==> config.mk <==
export PLATFORM = sky130hd
export DESIGN_NAME = ahci_command_descriptor_builder
export DESIGN_NICKNAME = d
export VERILOG_FILES = /design/src/design/acdb_pkg.sv /design/src/design/ahci_command_descriptor_builder.sv
export SDC_FILE = /design/constraint.sdc
export NUM_CORES = 1
export LEC_CHECK = 0
export BUFFER_PORTS_ARGS = -buffer_cell sky130_fd_sc_hd__buf_2
export CAP_MARGIN = 20
export CORE_ASPECT_RATIO = 0.5
export CORE_MARGIN = 2
export CORE_UTILIZATION = 56
export DETAILED_ROUTE_END_ITERATION = 12
export PLACE_DENSITY = 0.8
export SYNTH_ARGS = -nofsm -noshare
export SYNTH_HDL_FRONTEND = slang
export SYNTH_SLANG_ARGS = --single-unit
==> constraint.sdc <==
create_clock -name clk -period 8.5 [get_ports clk]
set_input_delay 0.85 -clock clk [delete_from_list [all_inputs] [get_ports clk]]
set_output_delay 0.85 -clock clk [all_outputs]
set_load 0.02 [all_outputs]
==> src/design/acdb_pkg.sv <==
// Types and constants shared by the AHCI command descriptor builder files.
`default_nettype none
package acdb_pkg;

  // Default geometry
  localparam int ENTRY_SLOTS_DEF  = 8;
  localparam int SECTOR_BYTES_DEF = 512;
  localparam int TABLE_STRIDE_DEF = 384;
  localparam int SLOT_COUNT_DEF   = 32;

  // Largest byte count of one PRDT entry
  localparam int MAX_ENTRY_BYTES = 4 * 1024 * 1024;
  // Width that holds any entry byte count up to and including the maximum
  localparam int BYTES_W = 23;
  // Sector count width
  localparam int CNT_W = 16;

  // Configuration port
  localparam int CFG_ADDR_W = 4;
  localparam int CFG_DATA_W = 64;

  // ATA opcodes
  localparam logic [7:0] OP_READ  = 8'h25;
  localparam logic [7:0] OP_WRITE = 8'h35;

  // Record status codes
  localparam logic [2:0] ST_ENTRY  = 3'd0;
  localparam logic [2:0] ST_CMD    = 3'd1;
  localparam logic [2:0] ST_ZERO   = 3'd2;
  localparam logic [2:0] ST_NOSLOT = 3'd3;
  localparam logic [2:0] ST_SIZE   = 3'd4;

  // One transfer request
  typedef struct packed {
    logic [47:0] lba;
    logic [15:0] sectors;
    logic [63:0] buffer_addr;
    logic        is_write;
    logic [31:0] busy_slots;
  } req_t;

  // One emitted record
  typedef struct packed {
    logic [2:0]  status;
    logic [4:0]  slot;
    logic [2:0]  entry_index;
    logic [63:0] data_addr;
    logic [21:0] byte_count_m1;
    logic [63:0] table_addr;
    logic [3:0]  entry_total;
    logic        write_flag;
    logic [7:0]  command_code;
    logic [47:0] fis_lba;
    logic [15:0] fis_count;
    logic        last;
  } rec_t;

endpackage
`default_nettype wire

==> src/design/ahci_command_descriptor_builder.sv <==
// AHCI command descriptor builder: PRDT entry and command records per request.
`default_nettype none
// Usage
//   Request channel: drive in_item and raise start; the word is taken at the
//   edge where start is high and busy is low. busy stays high until the last
//   record of that request is on the output.
//   Result channel: each record shows on out_item for one cycle with out_valid
//   high. The receiver cannot stall; every record must be taken when shown.
//   Configuration: APB-style port, table_base at byte address 0 (64-bit data,
//   paddr[3] selects the register). Write only while busy is low.
// Timing
//   A request first forms the entry quotient with a reciprocal multiply in
//   S_DIV, then the check state S_CHECK finds the remainder and the table
//   address. An error record is formed in S_CHECK and registered onto the
//   output. Otherwise the records come from S_EMIT, S_REM and S_CMD in that
//   order, one record following per cycle, up to ENTRY_SLOTS + 1 records;
//   the next request is not taken before the previous one has shown its last
//   record. The 64-bit table and data address sums share one adder. busy
//   falls in the cycle the last record is shown.
// Reset
//   rst_n sampled low at a rising clock edge returns to idle, drops any
//   request in progress and clears table_base to zero.
module ahci_command_descriptor_builder #(
  parameter int ENTRY_SLOTS  = acdb_pkg::ENTRY_SLOTS_DEF,
  parameter int SECTOR_BYTES = acdb_pkg::SECTOR_BYTES_DEF,
  parameter int TABLE_STRIDE = acdb_pkg::TABLE_STRIDE_DEF,
  parameter int SLOT_COUNT   = acdb_pkg::SLOT_COUNT_DEF
) (
  input  logic                              clk,
  input  logic                              rst_n,
  input  logic                              start,
  output logic                              busy,
  input  acdb_pkg::req_t                    in_item,
  output logic                              out_valid,
  output acdb_pkg::rec_t                    out_item,
  input  logic                              psel,
  input  logic                              penable,
  input  logic                              pwrite,
  input  logic [acdb_pkg::CFG_ADDR_W-1:0]   paddr,
  input  logic [acdb_pkg::CFG_DATA_W-1:0]   pwdata,
  output logic [acdb_pkg::CFG_DATA_W-1:0]   prdata,
  output logic                              pready
);
  import acdb_pkg::*;

  localparam int DIVISOR  = ENTRY_SLOTS - 1;
  localparam int REM_W    = $clog2(ENTRY_SLOTS);
  localparam int IDX_W    = $clog2(ENTRY_SLOTS + 1);
  localparam int MAX_PER  = MAX_ENTRY_BYTES / SECTOR_BYTES;
  localparam int TOFF_W   = 5 + $clog2(TABLE_STRIDE + 1);
  localparam int RECIP_SH = CNT_W + REM_W;
  localparam int PROD_W   = RECIP_SH + CNT_W;
  localparam int RECIP    = ((1 << RECIP_SH) + DIVISOR - 1) / DIVISOR;
  localparam logic [CNT_W-1:0]    DIV_K     = CNT_W'(DIVISOR);
  localparam logic [PROD_W-1:0]   RECIP_K   = PROD_W'(RECIP);
  localparam logic [IDX_W-1:0]    LAST_EQ   = IDX_W'(ENTRY_SLOTS - 2);
  localparam logic [BYTES_W-1:0]  SECT_B    = BYTES_W'(SECTOR_BYTES);
  localparam logic [TOFF_W-1:0]   STRIDE_B  = TOFF_W'(TABLE_STRIDE);

  typedef enum logic [5:0] {
    S_IDLE  = 6'b000001,
    S_DIV   = 6'b000010,
    S_CHECK = 6'b000100,
    S_EMIT  = 6'b001000,
    S_REM   = 6'b010000,
    S_CMD   = 6'b100000
  } state_t;

  state_t              state_r, state_nxt;
  logic [63:0]         table_base_r, table_base_nxt;
  req_t                req_r, req_nxt;
  logic [CNT_W-1:0]    quo_r, quo_nxt;
  logic [REM_W-1:0]    rem_r, rem_nxt;
  logic [4:0]          slot_r, slot_nxt;
  logic                slot_ok_r, slot_ok_nxt;
  logic [BYTES_W-1:0]  bytes_r, bytes_nxt;
  logic [63:0]         addr_r, addr_nxt;
  logic [63:0]         taddr_r, taddr_nxt;
  logic [IDX_W-1:0]    idx_r, idx_nxt;
  logic                out_valid_r, out_valid_nxt;
  rec_t                rec_r, rec_nxt;

  logic [4:0]          slot_sel;
  logic                slot_hit;
  logic [PROD_W-1:0]   recip_prod;
  logic [CNT_W-1:0]    quo_calc;
  logic [CNT_W-1:0]    rem_calc;
  logic [63:0]         add_a, add_b, add_sum;
  logic [TOFF_W-1:0]   toff;
  logic [BYTES_W-1:0]  per_bytes, rem_bytes;
  logic [BYTES_W-1:0]  per_bm1, rem_bm1;
  logic [31:0]         idx_ext;
  logic                cfg_wr;

  // Find the lowest free slot of the incoming request
  always_comb begin
    slot_hit = 1'b0;
    slot_sel = '0;
    for (int i = SLOT_COUNT - 1; i >= 0; i--) begin
      if (!in_item.busy_slots[i]) begin
        slot_hit = 1'b1;
        slot_sel = 5'(i);
      end
    end
  end

  // Divide by a rounded-up reciprocal; exact over the whole count range
  assign recip_prod = PROD_W'(req_r.sectors) * RECIP_K;
  assign quo_calc   = recip_prod[RECIP_SH +: CNT_W];
  // Remainder from the registered quotient
  assign rem_calc   = req_r.sectors - quo_r * DIV_K;

  // Shared 64-bit adder: table address in the check cycle, data address later
  assign toff  = TOFF_W'(slot_r) * STRIDE_B;
  assign add_a = (state_r == S_CHECK) ? table_base_r : addr_r;
  assign add_b = (state_r == S_CHECK) ? 64'(toff) : 64'(bytes_r);
  assign add_sum = add_a + add_b;

  // Entry byte counts
  assign per_bytes = BYTES_W'(quo_r) * SECT_B;
  assign rem_bytes = BYTES_W'(rem_r) * SECT_B;
  assign per_bm1   = bytes_r - BYTES_W'(1);
  assign rem_bm1   = rem_bytes - BYTES_W'(1);
  assign idx_ext   = 32'(idx_r);

  assign cfg_wr = psel && penable && pwrite && pready && !paddr[3];

  // Sequencer
  always_comb begin
    state_nxt      = state_r;
    table_base_nxt = table_base_r;
    req_nxt        = req_r;
    quo_nxt        = quo_r;
    rem_nxt        = rem_r;
    slot_nxt       = slot_r;
    slot_ok_nxt    = slot_ok_r;
    bytes_nxt      = bytes_r;
    addr_nxt       = addr_r;
    taddr_nxt      = taddr_r;
    idx_nxt        = idx_r;
    out_valid_nxt  = 1'b0;
    rec_nxt        = rec_r;

    if (cfg_wr) begin
      table_base_nxt = pwdata;
    end

    case (state_r)
      S_IDLE: begin
        if (start) begin
          req_nxt     = in_item;
          slot_nxt    = slot_sel;
          slot_ok_nxt = slot_hit;
          idx_nxt     = '0;
          state_nxt   = S_DIV;
        end
      end
      S_DIV: begin
        quo_nxt   = quo_calc;
        state_nxt = S_CHECK;
      end
      S_CHECK: begin
        rec_nxt      = '0;
        rec_nxt.last = 1'b1;
        if (req_r.sectors == '0) begin
          rec_nxt.status = ST_ZERO;
          out_valid_nxt  = 1'b1;
          state_nxt      = S_IDLE;
        end else if (!slot_ok_r) begin
          rec_nxt.status = ST_NOSLOT;
          out_valid_nxt  = 1'b1;
          state_nxt      = S_IDLE;
        end else if (32'(quo_r) > 32'(MAX_PER)) begin
          rec_nxt.status = ST_SIZE;
          out_valid_nxt  = 1'b1;
          state_nxt      = S_IDLE;
        end else begin
          taddr_nxt = add_sum;
          bytes_nxt = per_bytes;
          addr_nxt  = req_r.buffer_addr;
          rem_nxt   = rem_calc[REM_W-1:0];
          if (quo_r != '0) begin
            state_nxt = S_EMIT;
          end else if (rem_calc != '0) begin
            state_nxt = S_REM;
          end else begin
            state_nxt = S_CMD;
          end
        end
      end
      S_EMIT: begin
        rec_nxt               = '0;
        rec_nxt.status        = ST_ENTRY;
        rec_nxt.slot          = slot_r;
        rec_nxt.entry_index   = idx_ext[2:0];
        rec_nxt.data_addr     = addr_r;
        rec_nxt.byte_count_m1 = per_bm1[21:0];
        rec_nxt.table_addr    = taddr_r;
        out_valid_nxt         = 1'b1;
        addr_nxt              = add_sum;
        idx_nxt               = idx_r + IDX_W'(1);
        if (idx_r == LAST_EQ) begin
          state_nxt = (rem_r != '0) ? S_REM : S_CMD;
        end
      end
      S_REM: begin
        rec_nxt               = '0;
        rec_nxt.status        = ST_ENTRY;
        rec_nxt.slot          = slot_r;
        rec_nxt.entry_index   = idx_ext[2:0];
        rec_nxt.data_addr     = addr_r;
        rec_nxt.byte_count_m1 = rem_bm1[21:0];
        rec_nxt.table_addr    = taddr_r;
        out_valid_nxt         = 1'b1;
        idx_nxt               = idx_r + IDX_W'(1);
        state_nxt             = S_CMD;
      end
      S_CMD: begin
        rec_nxt              = '0;
        rec_nxt.status       = ST_CMD;
        rec_nxt.slot         = slot_r;
        rec_nxt.table_addr   = taddr_r;
        rec_nxt.entry_total  = idx_ext[3:0];
        rec_nxt.write_flag   = req_r.is_write;
        rec_nxt.command_code = req_r.is_write ? OP_WRITE : OP_READ;
        rec_nxt.fis_lba      = req_r.lba;
        rec_nxt.fis_count    = req_r.sectors;
        rec_nxt.last         = 1'b1;
        out_valid_nxt        = 1'b1;
        state_nxt            = S_IDLE;
      end
      default: begin
        state_nxt = S_IDLE;
      end
    endcase
  end

  // Control registers
  always_ff @(posedge clk) begin
    if (!rst_n) begin
      state_r      <= S_IDLE;
      table_base_r <= '0;
      out_valid_r  <= 1'b0;
    end else begin
      state_r      <= state_nxt;
      table_base_r <= table_base_nxt;
      out_valid_r  <= out_valid_nxt;
    end
  end

  // Datapath registers
  always_ff @(posedge clk) begin
    req_r     <= req_nxt;
    quo_r     <= quo_nxt;
    rem_r     <= rem_nxt;
    slot_r    <= slot_nxt;
    slot_ok_r <= slot_ok_nxt;
    bytes_r   <= bytes_nxt;
    addr_r    <= addr_nxt;
    taddr_r   <= taddr_nxt;
    idx_r     <= idx_nxt;
    rec_r     <= rec_nxt;
  end

  assign busy      = (state_r != S_IDLE);
  assign out_valid = out_valid_r;
  assign out_item  = rec_r;
  assign pready    = 1'b1;
  assign prdata    = paddr[3] ? '0 : table_base_r;

endmodule
`default_nettype wire

# --- Word level (Yosys, flattened, before mapping) ---
# Index checks and enable logic that the tools add are counted.
word_totals:
  register_bits: 608
  latch_bits: 0
  ramBits: 0
  rom_bits: 0
  input_bits: 235
  out_inout_bits: 306
  wordCells: 137
  memories: 0
classes:
  add_sub_neg: 5
  n_mul: 3
  n_div: 0
  n_lt_le_gt_ge: 1
  eq_ne: 13
  shifts: 0
  mux: 59
  n_bitwise: 2
  n_reduce_logical: 23
op_table:
  columns: ["op", "count"]
  rows:
  - ["239-bit case mux with 4 select lines", 1]
  - ["64-bit 2-to-1 mux", 5]
  - ["64-bit case mux with 2 select lines", 1]
  - ["5-bit 2-to-1 mux", 17]
  - ["64-bit by 23-bit adder with 64-bit output", 1]
  - ["6-bit 2-to-1 mux", 8]
  - ["4-bit 2-to-1 mux", 9]
  - ["16-bit by 17-bit multiplier with 33-bit output (second input constant)", 1]
  - ["16-bit nonzero test", 2]
  - ["31-bit AND reduction", 1]
  - ["6-bit case mux with 5 select lines", 1]
  - ["23-bit 2-to-1 mux", 1]
  - ["22-bit by 1-bit subtractor with 22-bit output (second input constant)", 1]
  - ["3-bit 2-to-1 mux", 7]
  - ["16-bit logical NOT", 1]
  - ["14-bit by 3-bit multiplier with 16-bit output (second input constant)", 1]
  - ["16-bit AND reduction", 1]
  - ["16-bit subtractor", 1]
  - ["14-bit > comparator (second input constant)", 1]
  - ["12-bit by 1-bit subtractor with 13-bit output (second input constant)", 1]
  - ["4-bit AND reduction", 3]
  - ["2-bit != test (second input constant)", 5]
  - ["4-bit case mux with 2 select lines", 1]
  - ["2-bit AND reduction", 4]
  - ["22 further kinds", 31]

# --- Longest topological paths before layout ---
depth:
  ltp_word: 31
  depth_mapped: 22
  mapped_depth_nobuf: 21

# --- Worst setup path before layout ---
# Ideal clock, no wire load.
synth_path:
  kind: "reg-to-reg"
  startpoint: "register state_r[3]"
  endpoint: "register rec_r (netlist bit out_item[0]), enable pin"
  arrival_time_ps: 7211
  required_time_ps: 7906
  slack_ps: 695
  stages_incl_launch_ff: 10
  synth_period_minus_slack_ps: 7805
  path_cell_list: "dfxtp_1 or4_4 or3b_4 buf_6 buf_6 clkbuf_1 clkbuf_1 clkbuf_1 clkbuf_1 nand2_1"
synth_between:
  elab_chain_cells: 2
  word_cells_on_any_way: 5
synth_lines:
  columns: ["element", "line", "source"]
  rows:
  - ["start: declaration", "ahci_command_descriptor_builder.sv:69", "state_t state_r, state_nxt;"]
  - ["start signal: assignment", "ahci_command_descriptor_builder.sv:245", "state_r <= state_nxt;"]
  - ["6-bit by 3-bit == test with 1-bit output (tied with other cells)", "ahci_command_descriptor_builder.sv:148", "case (state_r)"]
  - ["4-bit nonzero test (no source line) *", null, null]
  - ["end signal: assignment", "ahci_command_descriptor_builder.sv:262", "rec_r <= rec_nxt;"]
  - ["end: declaration", "ahci_command_descriptor_builder.sv:81", "rec_t rec_r, rec_nxt;"]
# Every way passes the cells marked *; elsewhere a longest branch is shown, timed or not.
# A chain may end at the register's enable or synchronous reset.

# --- Worst setup path in the final report ---
layout_path:
  startpoint: "register req_r[111] in the netlist's numbering"
  endpoint: "register quo_r[11], data pin"
layout_between:
  elab_chain_cells: 1
layout_lines:
  columns: ["element", "line", "source"]
  rows:
  - ["start: declaration", "ahci_command_descriptor_builder.sv:71", "req_t req_r, req_nxt;"]
  - ["start signal: assignment", "ahci_command_descriptor_builder.sv:253", "req_r <= req_nxt;"]
  - ["16-bit by 17-bit multiplier with 33-bit output", "ahci_command_descriptor_builder.sv:108", "assign recip_prod = PROD_W'(req_r.sectors) * RECIP_K;"]
  - ["via quo_calc[11]", "ahci_command_descriptor_builder.sv:86", "logic [CNT_W-1:0] quo_calc;"]
  - ["end signal: assignment", "ahci_command_descriptor_builder.sv:254", "quo_r <= quo_nxt;"]
  - ["end: declaration", "ahci_command_descriptor_builder.sv:72", "logic [CNT_W-1:0] quo_r, quo_nxt;"]
# The timed path passes the listed nets, and every way through them passes these cells.

==> impl_metrics.csv <==
group,metric,value,unit
clock_network,clockBufferDepth,3,
global_route,grt.overflow.total,0,
layout,nNetsFinal,3417,
layout,area_delta_synth_final,16.9,%
die,die_w,329,µm
die,die_h,167,µm
critical_path,crit_path_max_fanout,7,
sta,min_period,6.20,ns
critical_path,cp.arrival,6.53,ns
sta,drv_slew,0,
power,vdd_drop_max,0.195,mV
synthesis,synth_edf_count,522,
route,drtPass1Iterations,7,
min_path,min_path_type,"primary input to flop",
sta,timing.final.crit_share,72.9,%
critical_path,crit_top_cell,"fa_1",
route,initialDrtViolationCount,1644,
critical_path,critPathCaptureType,"flop",
clock_network,cts_buffers,51,
global_route,grt_max_degree,154,
sta,setup_viol,0,
synthesis,syn_inst,2429,
placed_design,dp_slack,2.35,ns
synthesis,avgSynthCellArea,12.2,µm²
layout,final_cell_mix,"buf_2 (532), edfxtp_1 (522), nand2_1 (363)",
die,start_util,56.9,%
synthesis,async_reset_ff_share,0,%
min_path,worst_hold_path.num_cells,1,
critical_path,cp.required,8.83,ns
synthesis,synth_cell_types,71,
synthesis,netlist_area,29600,µm²
min_path,hold_path.startpoint,"in_item[103]",
clock_network,insertion_delay,0.59,ns
critical_path,r2r_cells,18,
critical_path,startpoint_type,"flop",
layout,final_util,66.5,%
route,vias,20000,
critical_path,timing.rr.start,"req_r[111]",
power,intPower,5.37,mW
sta,finalSetupTns,0,ns
sta,hold_viol_final,0,
synthesis,synth_seq_area_share,57.7,%
synthesis,yosysWarnings,0,
outcome,status,"finished clean",
power,pwr-share-comb,23.2,%
global_route,grt_busiest_layer,"met2",
power,clock_power_share,32.0,%
placed_design,hpwl,52000,µm
global_route,grt_usage,26.6,%
synthesis,synth-seq-cells,593,
critical_path,cpPeakStageDelay,0.58,ns
global_route,antenna_found_initial,11,
die,placementRows,59,
critical_path,cp_cell_sequence,"inv_1 > ha_1 > ha_1 > or2_2 > fa_1 > fa_1 > fa_1 > fa_1 > ha_1 > o21a_1 > o211a_1 > a221o_1 > or4_1 > o211ai_1 > o22ai_1 > a41oi_1 > nor2b_1 > xnor2_1",
global_route,met1_usage,34.6,%
clock_network,clkTransAtPathRegs,0.08,ns
clock_network,cts_tree,"yes",
critical_path,rrSetupSlack,2.30,ns
placed_design,port_buffers,532,
placed_design,gp_congestion,0.920,
job,max_cap_violations,0,
global_route,grt_pass1_vias,19600,
power,total_power,7.46,mW
die,ios,541,
route,wire_per_inst,20.0,µm
clock_network,holdBufCountCts,0,
die,core-area,52100,µm²
layout,layout-drive-gt1-share,22.9,%
route,vias_per_cell,5.43,
critical_path,crit_path_top_delay_cell,"fa_1",
clock_network,htree_num_levels,2,
sta,rsz0062_at_grt,"no",
clock_network,cts_resized,0,
route,remaining_drc_errors,0,
global_route,gr-usage-met3,4.06,%
power,swShare,27.9,%
min_path,hold_end,"req_r[103]",
power,netSwitchingPower,2.08,mW
sta,clock.fmax,161,MHz
clock_network,postCtsSetupRepairBufs,0,
sta,worstMarginPinSlew,1.09,ns
synthesis,synth_ff_type,"edfxtp_1",
clock_network,clock_sink_count,593,
sta,setup_ws,2.30,ns
global_route,grt_use_met2,45.9,%
critical_path,r2r-end,"quo_r[11]",
clock_network,cts_root_buffer,"clkbuf_16",
layout,final_common_cell,"buf_2",
sta,skew,0.0163,ns
route,wl,73800,µm
power,p_seq_share,44.8,%
critical_path,crit_type,"flop to flop",
die,dieArea,54900,µm²
sta,max_slew_margin,26.7,%
power,powerDensity,215,nW/µm²
power,power_leakage,13.9,nW
critical_path,crit_start,"req_r[111]",
global_route,grt_pass1_wl,112000,µm
route,antenna_left,0,
sequential cells by signal (all words and copies together) (netlist names):
name and count:
rem_r 3, quo_r 14, table_base_r 64, out_valid 1
addr_r 64, req_r 129, out_item 224, taddr_r 64
slot_ok_r 1, bytes_r 14, state_r 6, slot_r 5
idx_r 4
cell families (layout without fill, tap and decap cells):
| kind of cell | after synthesis | after routing | synth area share [%] |
|---|---|---|---|
| adder cells (fa/ha/maj) | 249 | 249 | 12.3 |
| XOR/XNOR | 97 | 97 | 2.87 |
| AO/OA/AOI/OAI | 277 | 277 | 6.20 |
| buffers and inverters | 246 | 790 | 3.38 |
| flip-flops | 593 | 593 | 57.7 |
| other | 2 | 16 | 0.0253 |
| multiplexers | 70 | 70 | 2.50 |
| AND/OR/NAND/NOR | 895 | 895 | 15.0 |
per-stage QoR:
step           hold WS (ns)  instance area [µm²]  instances
6_report              0.428                34700       3688
5_1_grt               0.405                34700       3688
3_3_place_gp          0.463                32900       3581
3_5_place_dp          0.475                32900       3581
2_1_floorplan         0.426                29600       2432
4_1_cts               0.399                34600       3677
metal layers:
metal / part of all wire (%) / wire, µm
met4: 3.3 / 2400
met3: 5.8 / 4300
met1: 40 / 29700
met5: 0 / 0
met2: 51 / 37400
how the worst max path moves through the flow:
stage	to	slack, ns	cells after the start
global placement	quo_r[13]	2.43	19
CTS	quo_r[12]	2.34	18
global route	quo_r[11]	1.98	18
detailed placement	quo_r[13]	2.35	18
finish	quo_r[11]	2.30	18
floorplan	out_item[0]	0.69	9
final cells by class:
type / count / area (µm²)
multi-input combinational: 1593 / 11600
timing repair buffer: 550 / 2810
sequential: 593 / 17100
tap: 701 / 877
antenna: 11 / 27.5
inverter: 144 / 541
fill: 3923 / 17500
clock buffer: 73 / 1490
clock inverter: 23 / 205
cell usage after synthesis, types with 3 or more instances:
| cell | n | share of area, % |
|---|---|---|
| a2111oi_0 | 4 | 0.12 |
| a211oi_1 | 6 | 0.15 |
| a21boi_0 | 69 | 1.7 |
| a21o_1 | 16 | 0.41 |
| a21oi_1 | 51 | 0.86 |
| a31oi_1 | 11 | 0.23 |
| and2_1 | 217 | 4.6 |
| and3_1 | 12 | 0.25 |
| buf_1 | 3 | 0.038 |
| buf_4 | 16 | 0.41 |
| clkbuf_1 | 79 | 1.0 |
| dfxtp_1 | 71 | 4.8 |
| edfxtp_1 | 522 | 53 |
| fa_1 | 72 | 4.9 |
| ha_1 | 177 | 7.5 |
| inv_1 | 144 | 1.8 |
| mux2_2 | 32 | 1.2 |
| mux2i_1 | 38 | 1.3 |
| nand2_1 | 365 | 4.6 |
| nand2b_1 | 9 | 0.19 |
| nand3_1 | 33 | 0.56 |
| nand3b_1 | 3 | 0.076 |
| nand4_1 | 16 | 0.34 |
| nor2_1 | 91 | 1.2 |
| nor2b_1 | 71 | 1.5 |
| nor3_1 | 32 | 0.54 |
| nor3b_1 | 4 | 0.10 |
| nor4_1 | 7 | 0.15 |
| o211ai_1 | 5 | 0.13 |
| o21a_1 | 9 | 0.23 |
| o21ai_0 | 62 | 1.0 |
| o21ai_1 | 3 | 0.051 |
| o21bai_1 | 7 | 0.18 |
| o22ai_1 | 6 | 0.13 |
| o31ai_1 | 6 | 0.15 |
| or2_2 | 6 | 0.13 |
| or3_1 | 10 | 0.21 |
| or4_1 | 8 | 0.20 |
| xnor2_1 | 59 | 1.7 |
| xor2_1 | 38 | 1.1 |
power groups by stage:
stage / sequential, mW / combinational [mW] / clock, mW
final: 3.34 / 1.73 / 2.38
after global routing: 3.35 / 1.97 / 2.53
after CTS: 3.34 / 1.74 / 2.42
after detailed placement: 3.40 / 1.73 / 0
after global placement: 3.40 / 1.67 / 0
after floorplan: 3.39 / 1.28 / 0
worst max-delay path: cells and delay by family, from the launching register on:
| family | cells | cell delay (ns) |
|---|---|---|
| fa+ha+maj | 7 | 2.70 |
| simple gates | 3 | 0.96 |
| buf+inv | 1 | 0.11 |
| compound gates | 6 | 1.54 |
| flops | 1 | 0.55 |
| xor+xnor | 1 | 0.08 |
Power figures use the tool's default switching activity.
